$ cat src/rtl/assert_macros.svh
// assertion helpers for the rtl
`ifndef ASSERT_MACROS_SVH
`define ASSERT_MACROS_SVH

`ifndef SYNTHESIS

// same-cycle implication, disabled during reset
`define DCG_ASSERT_IMPL(label, clk, rst, ante, cons) \
   label: assert property (@(posedge clk) disable iff (rst) (ante) |-> (cons)) \
      else $error("assertion failed");

// next-cycle implication, disabled during reset
`define DCG_ASSERT_NEXT(label, clk, rst, ante, cons) \
   label: assert property (@(posedge clk) disable iff (rst) (ante) |=> (cons)) \
      else $error("assertion failed");

`else

`define DCG_ASSERT_IMPL(label, clk, rst, ante, cons)
`define DCG_ASSERT_NEXT(label, clk, rst, ante, cons)

`endif

`endif

$ cat src/rtl/dcg_pkg.sv
`default_nettype none

package dcg_pkg;

   // field widths
   localparam int COUNT_W   = 22;
   localparam int YEAR_W    = 14;
   localparam int MONTH_W   = 4;
   localparam int DAY_W     = 5;
   localparam int WEEKDAY_W = 3;

   // pipeline stages
   localparam int STAGES    = 6;
   localparam int STG_PREP  = 0;
   localparam int STG_ERA   = 1;
   localparam int STG_CENT  = 2;
   localparam int STG_QUAD  = 3;
   localparam int STG_YEAR  = 4;
   localparam int STG_DATE  = 5;

   // calendar constants, years counted from march 1st
   localparam int unsigned LAST_COUNT   = 2921939;
   localparam int unsigned ERA_DAYS     = 146097;
   localparam int unsigned CENTURY_DAYS = 36524;
   localparam int unsigned QUAD_DAYS    = 1461;
   localparam int unsigned YEAR_DAYS    = 365;
   // 1600-03-01 lies this many days before 2000-01-01
   localparam int unsigned EPOCH_SHIFT  = ERA_DAYS - 60;
   localparam int unsigned BASE_YEAR    = 1600;
   localparam int unsigned ERA_YEARS    = 400;
   localparam int unsigned CENT_YEARS   = 100;
   localparam int MAX_ERA  = 20;
   localparam int MAX_CENT = 3;
   localparam int MAX_QUAD = 24;
   localparam int MAX_YEAR = 3;
   localparam int MONTHS   = 12;
   localparam int JAN_SLOT = 10;

   typedef logic [STAGES-1:0] stage_en_type;

   // values that ride along unchanged
   typedef struct packed {
      logic                 range_error;
      logic [WEEKDAY_W-1:0] weekday;
      logic [4:0]           era;
   } date_tag_type;

   typedef struct packed {
      date_tag_type tag;
      logic [17:0]  doe;
   } era_split_type;

   typedef struct packed {
      date_tag_type tag;
      logic [8:0]   yoe;
      logic [8:0]   doy;
   } year_split_type;

   typedef struct packed {
      logic [YEAR_W-1:0]    year_number;
      logic [MONTH_W-1:0]   month_number;
      logic [DAY_W-1:0]     day_of_month;
      logic [WEEKDAY_W-1:0] weekday;
      logic                 range_error;
   } date_result_type;

   // first day of each month within a march-based year
   function automatic logic [8:0] month_start(input logic [3:0] slot);
      logic [8:0] start;
      case (slot)
         4'd0:    start = 9'd0;
         4'd1:    start = 9'd31;
         4'd2:    start = 9'd61;
         4'd3:    start = 9'd92;
         4'd4:    start = 9'd122;
         4'd5:    start = 9'd153;
         4'd6:    start = 9'd184;
         4'd7:    start = 9'd214;
         4'd8:    start = 9'd245;
         4'd9:    start = 9'd275;
         4'd10:   start = 9'd306;
         4'd11:   start = 9'd337;
         default: start = 9'd0;
      endcase
      return start;
   endfunction

endpackage

`default_nettype wire

$ cat src/rtl/dcg_channel_if.sv
`default_nettype none

// request channel: one day count
interface dcg_req_if import dcg_pkg::*; ();
   logic               valid;
   logic               ready;
   logic [COUNT_W-1:0] day_count;

   modport source (output valid, output day_count, input ready);
   modport sink   (input valid, input day_count, output ready);
endinterface

// response channel: one calendar date
interface dcg_rsp_if import dcg_pkg::*; ();
   logic                 valid;
   logic                 ready;
   logic [YEAR_W-1:0]    year_number;
   logic [MONTH_W-1:0]   month_number;
   logic [DAY_W-1:0]     day_of_month;
   logic [WEEKDAY_W-1:0] weekday;
   logic                 range_error;

   modport source (output valid, output year_number, output month_number,
                   output day_of_month, output weekday, output range_error,
                   input ready);
   modport sink   (input valid, input year_number, input month_number,
                   input day_of_month, input weekday, input range_error,
                   output ready);
endinterface

`default_nettype wire

$ cat src/rtl/day_count_to_gregorian_date_unit.sv
// six register stages lie between an accepted request and its response
// throughput: one request per cycle; ready falls only when the pipeline is full
//   and the response is not taken
// reset: synchronous, active high; clears all stage valid bits, no clearing pass
`default_nettype none

`include "assert_macros.svh"

module day_count_to_gregorian_date_unit import dcg_pkg::*; (
   input logic       clock,
   input logic       reset,
   dcg_req_if.sink   req_if,
   dcg_rsp_if.source rsp_if
);

   logic [STAGES-1:0] valid_in, valid_ff;
   stage_en_type      stage_en;
   era_split_type     era_split;
   year_split_type    year_split;
   date_result_type   date_result;

   // a stage loads when empty or when the stage after it moves
   always_comb begin
      stage_en[STAGES-1] = !valid_ff[STAGES-1] || rsp_if.ready;
      for (int i = STAGES - 2; i >= 0; i--) begin
         stage_en[i] = !valid_ff[i] || stage_en[i+1];
      end
   end

   // valid bits follow the data
   always_comb begin
      valid_in[0] = stage_en[0] ? req_if.valid : valid_ff[0];
      for (int i = 1; i < STAGES; i++) begin
         valid_in[i] = stage_en[i] ? valid_ff[i-1] : valid_ff[i];
      end
   end

   always_ff @(posedge clock) begin
      if (reset) begin
         valid_ff <= '0;
      end else begin
         valid_ff <= valid_in;
      end
   end

   // datapath
   dcg_era_split u_era_split (
      .clock     (clock),
      .stage_en  (stage_en),
      .day_count (req_if.day_count),
      .era_out   (era_split)
   );

   dcg_year_split u_year_split (
      .clock    (clock),
      .stage_en (stage_en),
      .era_in   (era_split),
      .year_out (year_split)
   );

   dcg_month_split u_month_split (
      .clock    (clock),
      .stage_en (stage_en),
      .year_in  (year_split),
      .date_out (date_result)
   );

   // channel hookup
   assign req_if.ready        = stage_en[0];
   assign rsp_if.valid        = valid_ff[STAGES-1];
   assign rsp_if.year_number  = date_result.year_number;
   assign rsp_if.month_number = date_result.month_number;
   assign rsp_if.day_of_month = date_result.day_of_month;
   assign rsp_if.weekday      = date_result.weekday;
   assign rsp_if.range_error  = date_result.range_error;

   // checks
   `DCG_ASSERT_IMPL(a_range_zeroes, clock, reset, rsp_if.valid && rsp_if.range_error, rsp_if.year_number == '0 && rsp_if.month_number == '0 && rsp_if.day_of_month == '0)
   `DCG_ASSERT_IMPL(a_date_legal, clock, reset, rsp_if.valid && !rsp_if.range_error, rsp_if.month_number >= 4'd1 && rsp_if.month_number <= 4'd12 && rsp_if.day_of_month >= 5'd1 && rsp_if.year_number >= 14'd2000 && rsp_if.weekday <= 3'd6)
   `DCG_ASSERT_IMPL(a_full_blocks, clock, reset, (&valid_ff) && !rsp_if.ready, !req_if.ready)
   `DCG_ASSERT_NEXT(a_accept_enters, clock, reset, req_if.valid && req_if.ready, valid_ff[0])

endmodule

`default_nettype wire

$ cat src/rtl/dcg_era_split.sv
`default_nettype none

module dcg_era_split import dcg_pkg::*; (
   input  logic               clock,
   input  stage_en_type       stage_en,
   input  logic [COUNT_W-1:0] day_count,
   output era_split_type      era_out
);

   logic [22:0]          shifted_in, shifted_ff;
   logic [WEEKDAY_W-1:0] weekday_in, weekday_ff;
   logic                 range_in, range_ff;
   logic [23:0]          padded;
   logic [5:0]           fold1;
   logic [3:0]           fold2;
   logic [2:0]           fold3;
   logic [4:0]           era_sel;
   logic [22:0]          era_base;
   era_split_type        era_in, era_ff;

   // weekday by summing octal digits, since 8 is 1 mod 7
   always_comb begin
      padded = {2'b00, day_count};
      fold1  = '0;
      for (int g = 0; g < 8; g++) begin
         fold1 = fold1 + 6'(padded[3*g +: 3]);
      end
      fold2 = 4'(fold1[5:3]) + 4'(fold1[2:0]);
      fold3 = {2'b00, fold2[3]} + fold2[2:0];
      weekday_in = (fold3 == 3'd7) ? 3'd0 : fold3;
   end

   // move origin to 1600-03-01 and flag counts past the last date
   assign shifted_in = 23'(day_count) + 23'(EPOCH_SHIFT);
   assign range_in   = day_count > COUNT_W'(LAST_COUNT);

   // whole 400-year eras by parallel threshold compares
   always_comb begin
      era_sel  = '0;
      era_base = '0;
      for (int k = 1; k <= MAX_ERA; k++) begin
         if (shifted_ff >= 23'(k * ERA_DAYS)) begin
            era_sel  = 5'(k);
            era_base = 23'(k * ERA_DAYS);
         end
      end
      era_in.tag.range_error = range_ff;
      era_in.tag.weekday     = weekday_ff;
      era_in.tag.era         = era_sel;
      era_in.doe             = 18'(shifted_ff - era_base);
   end

   // stage registers
   always_ff @(posedge clock) begin
      if (stage_en[STG_PREP]) begin
         shifted_ff <= shifted_in;
         weekday_ff <= weekday_in;
         range_ff   <= range_in;
      end
      if (stage_en[STG_ERA]) begin
         era_ff <= era_in;
      end
   end

   assign era_out = era_ff;

endmodule

`default_nettype wire

$ cat src/rtl/dcg_year_split.sv
`default_nettype none

module dcg_year_split import dcg_pkg::*; (
   input  logic           clock,
   input  stage_en_type   stage_en,
   input  era_split_type  era_in,
   output year_split_type year_out
);

   date_tag_type   cent_tag_ff, quad_tag_ff;
   logic [1:0]     cent_in, cent_ff, quad_cent_ff;
   logic [15:0]    doc_in, doc_ff;
   logic [16:0]    cent_base;
   logic [4:0]     quad_in, quad_ff;
   logic [10:0]    dob_in, dob_ff;
   logic [15:0]    quad_base;
   logic [1:0]     yr_sel;
   logic [10:0]    yr_base;
   year_split_type year_in, year_ff;

   // centuries within the era, last one is a day longer
   always_comb begin
      cent_in   = '0;
      cent_base = '0;
      for (int k = 1; k <= MAX_CENT; k++) begin
         if (era_in.doe >= 18'(k * CENTURY_DAYS)) begin
            cent_in   = 2'(k);
            cent_base = 17'(k * CENTURY_DAYS);
         end
      end
      doc_in = 16'(era_in.doe - 18'(cent_base));
   end

   // four-year blocks within the century
   always_comb begin
      quad_in   = '0;
      quad_base = '0;
      for (int k = 1; k <= MAX_QUAD; k++) begin
         if (doc_ff >= 16'(k * QUAD_DAYS)) begin
            quad_in   = 5'(k);
            quad_base = 16'(k * QUAD_DAYS);
         end
      end
      dob_in = 11'(doc_ff - quad_base);
   end

   // years within the block, and year of era
   always_comb begin
      yr_sel  = '0;
      yr_base = '0;
      for (int k = 1; k <= MAX_YEAR; k++) begin
         if (dob_ff >= 11'(k * YEAR_DAYS)) begin
            yr_sel  = 2'(k);
            yr_base = 11'(k * YEAR_DAYS);
         end
      end
      year_in.tag = quad_tag_ff;
      year_in.yoe = 9'(quad_cent_ff) * 9'(CENT_YEARS) + 9'({quad_ff, 2'b00})
                    + 9'(yr_sel);
      year_in.doy = 9'(dob_ff - yr_base);
   end

   // stage registers
   always_ff @(posedge clock) begin
      if (stage_en[STG_CENT]) begin
         cent_tag_ff <= era_in.tag;
         cent_ff     <= cent_in;
         doc_ff      <= doc_in;
      end
      if (stage_en[STG_QUAD]) begin
         quad_tag_ff  <= cent_tag_ff;
         quad_cent_ff <= cent_ff;
         quad_ff      <= quad_in;
         dob_ff       <= dob_in;
      end
      if (stage_en[STG_YEAR]) begin
         year_ff <= year_in;
      end
   end

   assign year_out = year_ff;

endmodule

`default_nettype wire

$ cat src/rtl/dcg_month_split.sv
`default_nettype none

module dcg_month_split import dcg_pkg::*; (
   input  logic            clock,
   input  stage_en_type    stage_en,
   input  year_split_type  year_in,
   output date_result_type date_out
);

   logic [3:0]      slot;
   logic [8:0]      slot_start;
   logic            jan_feb;
   date_result_type date_in, date_ff;

   // month slot in the march-based year
   always_comb begin
      slot       = '0;
      slot_start = '0;
      for (int k = 1; k < MONTHS; k++) begin
         if (year_in.doy >= month_start(4'(k))) begin
            slot       = 4'(k);
            slot_start = month_start(4'(k));
         end
      end
   end

   // calendar fields, zeroed past the last date
   always_comb begin
      jan_feb = slot >= 4'(JAN_SLOT);
      date_in.weekday     = year_in.tag.weekday;
      date_in.range_error = year_in.tag.range_error;
      if (year_in.tag.range_error) begin
         date_in.year_number  = '0;
         date_in.month_number = '0;
         date_in.day_of_month = '0;
      end else begin
         date_in.year_number  = YEAR_W'(BASE_YEAR)
                                + YEAR_W'(year_in.tag.era) * YEAR_W'(ERA_YEARS)
                                + YEAR_W'(year_in.yoe) + YEAR_W'(jan_feb);
         date_in.month_number = jan_feb ? slot - 4'(JAN_SLOT - 1) : slot + 4'd3;
         date_in.day_of_month = DAY_W'(year_in.doy - slot_start + 9'd1);
      end
   end

   // output register
   always_ff @(posedge clock) begin
      if (stage_en[STG_DATE]) begin
         date_ff <= date_in;
      end
   end

   assign date_out = date_ff;

endmodule

`default_nettype wire
$ cat src/flat_wrapper.sv
// flat-port wrapper written by rule: the top's interface ports become plain ports
module day_count_to_gregorian_date_unit_flat import dcg_pkg::*;
  (clock, reset, req_if_valid, req_if_day_count, req_if_ready, rsp_if_valid, rsp_if_year_number, rsp_if_month_number, rsp_if_day_of_month, rsp_if_weekday, rsp_if_range_error, rsp_if_ready);
  dcg_req_if req_if_i ();
  dcg_rsp_if rsp_if_i ();
  input logic clock;
  input logic reset;
  input wire logic [$bits(req_if_i.valid)-1:0] req_if_valid;
  input wire logic [$bits(req_if_i.day_count)-1:0] req_if_day_count;
  output wire logic [$bits(req_if_i.ready)-1:0] req_if_ready;
  output wire logic [$bits(rsp_if_i.valid)-1:0] rsp_if_valid;
  output wire logic [$bits(rsp_if_i.year_number)-1:0] rsp_if_year_number;
  output wire logic [$bits(rsp_if_i.month_number)-1:0] rsp_if_month_number;
  output wire logic [$bits(rsp_if_i.day_of_month)-1:0] rsp_if_day_of_month;
  output wire logic [$bits(rsp_if_i.weekday)-1:0] rsp_if_weekday;
  output wire logic [$bits(rsp_if_i.range_error)-1:0] rsp_if_range_error;
  input wire logic [$bits(rsp_if_i.ready)-1:0] rsp_if_ready;
  assign req_if_i.valid = req_if_valid;
  assign req_if_i.day_count = req_if_day_count;
  assign req_if_ready = req_if_i.ready;
  assign rsp_if_valid = rsp_if_i.valid;
  assign rsp_if_year_number = rsp_if_i.year_number;
  assign rsp_if_month_number = rsp_if_i.month_number;
  assign rsp_if_day_of_month = rsp_if_i.day_of_month;
  assign rsp_if_weekday = rsp_if_i.weekday;
  assign rsp_if_range_error = rsp_if_i.range_error;
  assign rsp_if_i.ready = rsp_if_ready;
  day_count_to_gregorian_date_unit u_core (.clock(clock), .reset(reset), .req_if(req_if_i), .rsp_if(rsp_if_i));
endmodule
$ cat config.mk
export PLATFORM = sky130hd
export DESIGN_NAME = day_count_to_gregorian_date_unit_flat
export DESIGN_NICKNAME = d
export VERILOG_FILES = /design/src/rtl/dcg_pkg.sv /design/src/rtl/dcg_channel_if.sv /design/src/rtl/day_count_to_gregorian_date_unit.sv /design/src/rtl/dcg_era_split.sv /design/src/rtl/dcg_year_split.sv /design/src/rtl/dcg_month_split.sv /design/src/flat_wrapper.sv
export VERILOG_INCLUDE_DIRS = /design/src /design/src/rtl
export SDC_FILE = /design/constraint.sdc
export NUM_CORES = 1
export LEC_CHECK = 0
export ABC_CLOCK_PERIOD_IN_PS = 6100
export BUFFER_PORTS_ARGS = -buffer_cell sky130_fd_sc_hd__buf_2
export CAP_MARGIN = 0
export CORE_UTILIZATION = 40
export DETAILED_ROUTE_END_ITERATION = 16
export SKIP_CTS_REPAIR_TIMING = 1
export SKIP_LAST_GASP = 1
export SLEW_MARGIN = 20
export SYNTH_ARGS = -nofsm -noshare
export SYNTH_HDL_FRONTEND = slang
export SYNTH_SLANG_ARGS = --single-unit
$ cat constraint.sdc
create_clock -name clock -period 6.1 [get_ports clock]
set_clock_uncertainty 0.15 [all_clocks]
set_input_delay 0.61 -clock clock [delete_from_list [all_inputs] [get_ports clock]]
set_output_delay 0.61 -clock clock [all_outputs]
set_load 0.005 [all_outputs]
==> impl_metrics.ini <==
[cts]
cts_buffer_depth = 2
cts_tree = yes
clk_latency_ns = 0.43
cts_buffers = 17
cts-htree-levels = 4
clk_pin_slew_ns = 0.07
clkSinkCount = 168
cts_root_buf = clkbuf_16

[final_layout]
antenna_cells = 0
layout.nets = 1657
final_cells = 1958
drive_above_1_share_pct = 10.3
areaGrowthSynthToFinish_pct = 10.7
final_common_cell = edfxtp_1
mostFrequentLayoutCells = 162 x edfxtp_1, 117 x nor2_1, 115 x a21oi_1

[route]
wl_met3_um = 1760
antenna_left = 0
drtIter0Drc = 1060
wl_met1_um = 14800
wl_per_cell_um = 17.1
routed_wl_um = 33400
drc = 0
vias = 11300
dr.pass1.iters = 6
vias_per_cell = 5.77
dr_wl_met2_um = 15800
routed.top_layer = met4

[global_route]
gr-usage-all-layers_pct = 20.0
grt_overflow_total = 0
grt_pass1_wl_um = 54600
grt_pass1_vias = 10800
antenna_found_initial = 0
grt_max_degree = 30

[sta]
period_share_pct = 93.3
setup_viol = 0
rsz0062_at_grt = no
relSlewSlack_pct = 30.1
fmax_mhz = 176
period_minus_slack_ns = 5.69
drv_slew = 0
timing.final.ws_setup_ns = 0.412
hold_viol_final = 0
tightest_slew_ns = 1.05
finalSetupTns_ns = 0

[critical_path]
crit_fanout = 8
timing.rr.start = u_core.u_year_split.doc_ff[3]
r2r_slack_ns = 0.41
worstRegToRegCells = 21
timing.rr.end = u_core.u_year_split.dob_ff[10]
end_kind = register
cp_data_arrival_time_ns = 5.70
worstPathRequired_ns = 6.11
startpoint_type = register
path_class = reg -> reg

[hold_path]
hold_depth = 3
min_path_type = in -> reg
min_to = u_core.valid_ff[0]
hp-start = req_if_valid

[synth]
synth-edff-count = 162
synth_ff_type = edfxtp_1
postSynthCellCount = 1456
async_reset_ff_share_pct = 0
yosysWarnings = 0
syn_area_sq_um = 13400
syn_area_per_cell_sq_um = 9.21
ys_ff_latch = 168
yosysSeqAreaShare_pct = 37.2
synth_cell_types = 85
synth_nets = 1610

[floorplan]
fp-row-count = 66
die-area_sq_um = 34300
chipHeight_um = 185
die_w_um = 185
start_util_pct = 40.9
core-area_sq_um = 32800
ios = 55

[place]
preCtsSetupSlack_ns = 0.372
io_buffers = 54
dpl.cell_count = 1926
hpwl_um = 25300
routabilityCongestion = 0.928

[pwr]
leakage_uw = 0.00607
p_per_area_nw_per_um2 = 581
finalPower_uw = 8620
peakVddDrop_uv = 270

[run_status]
status = completed

[job]
cap_violations = 0
## power by group
part / internal [uW] / switching [uW]
sequential: 2070 / 416
clock: 614 / 468
combinational: 2220 / 2840
total: 4900 / 3730
## cells by family after synthesis
family	after synthesis	synth area share (%)
buf+inv	174	5.06
simple gates	450	16.7
xor+xnor	82	5.35
mux	1	0.0746
fa+ha+maj	128	13.2
flops	168	37.2
compound gates	453	22.5
## synth_stat cells (all sizes together), types with 7 or more instances
cell type,count,share of area [%]
edfxtp,162,36
nor2,117,3.3
a21oi,116,4.4
nand2,114,3.2
inv,111,3.1
ha,106,9.9
o21ai,104,3.9
xnor2,56,3.7
clkbuf,46,1.3
nand3,43,1.6
a21o,40,2.2
nor2b,31,1.4
xor2,26,1.7
nor3,25,1.0
a31oi,22,1.0
fa,22,3.3
a21boi,20,1.1
buf,17,0.66
nand2b,17,0.79
nor4,17,0.79
o211ai,16,0.90
nand4,15,0.70
a211oi,14,0.78
o21a,13,0.73
o21bai,13,0.73
a311oi,12,0.91
o31ai,12,0.71
or2,12,0.56
and2,11,0.51
and3,10,0.47
a2111oi,9,0.77
or3,8,0.41
a211o,7,0.46
nand3b,7,0.39
o41ai,7,0.46
## stage by stage
stage / util [%] / hold WS (ns) / area [sq um]
floorplan: - / 0.250 / 13400
global placement: 43.5 / 0.251 / 14300
detailed placement: 43.5 / 0.255 / 14300
CTS: 45.3 / 0.238 / 14800
global route: 45.3 / 0.260 / 14900
finish: 45.3 / 0.258 / 14900
## layer usage
metal | track usage (%) | up-vias
met1 | 25.9 | 5310
met3 | 2.77 | 74
li1 | - | 5483
met4 | 8.23 | 0
met5 | 0 | -
met2 | 33.3 | 434
## worst max-delay path by stage
stage | from | to | slack (ns)
2_1_floorplan | req_if_day_count[2] | u_core.u_era_split.weekday_ff[0] | 0.77
3_3_place_gp | req_if_day_count[2] | u_core.u_era_split.weekday_ff[1] | 0.46
3_5_place_dp | req_if_day_count[2] | u_core.u_era_split.weekday_ff[2] | 0.37
4_1_cts | u_core.u_year_split.doc_ff[3] | u_core.u_year_split.dob_ff[10] | 0.46
5_1_grt | u_core.u_year_split.doc_ff[3] | u_core.u_year_split.dob_ff[10] | 0.14
6_report | u_core.u_year_split.doc_ff[3] | u_core.u_year_split.dob_ff[10] | 0.41
## registers in the layout, indices dropped and copies added (netlist names)
signal and count:
u_core.u_era_split.era_out 27, u_core.u_month_split.date_out 27, u_core.u_year_split.year_out 27, u_core.u_era_split.shifted_ff 23, u_core.u_year_split.doc_ff 16, u_core.u_year_split.dob_ff 11
u_core.u_year_split.cent_tag_ff 9, u_core.u_year_split.quad_tag_ff 9, u_core.valid_ff 6, u_core.u_year_split.quad_ff 5, u_core.u_era_split.weekday_ff 3, u_core.u_year_split.cent_ff 2
u_core.u_year_split.quad_cent_ff 2, u_core.u_era_split.range_ff 1
## cell type report
cell class	instances	area, sq um
Timing Repair Buffer	91	548
Multi-Input combinational cell	1114	7760
Clock buffer	23	522
Tap cell	442	553
Clock inverter	9	70.1
Inverter	111	417
Fill cell	3138	17900
Sequential cell	168	4980
## worst max-delay path, stage by stage, from the launching register on
cell and delay, ns:
edfxtp_1 0.52, or2_2 0.35, a31oi_1 0.15, o21ai_0 0.12, a31o_2 0.27, a21oi_1 0.44, inv_1 0.07, o21ai_0 0.27
a311oi_1 0.22, a2111oi_0 0.52, ha_1 0.28, inv_1 0.06, fa_1 0.41, a21o_1 0.21, a21oi_1 0.21, o21ai_0 0.11
a21oi_1 0.22, o21ai_0 0.11, a21oi_1 0.27, nor4bb_1 0.09, a311oi_1 0.25, xor2_1 0.10
Power figures use the tool's default switching activity.
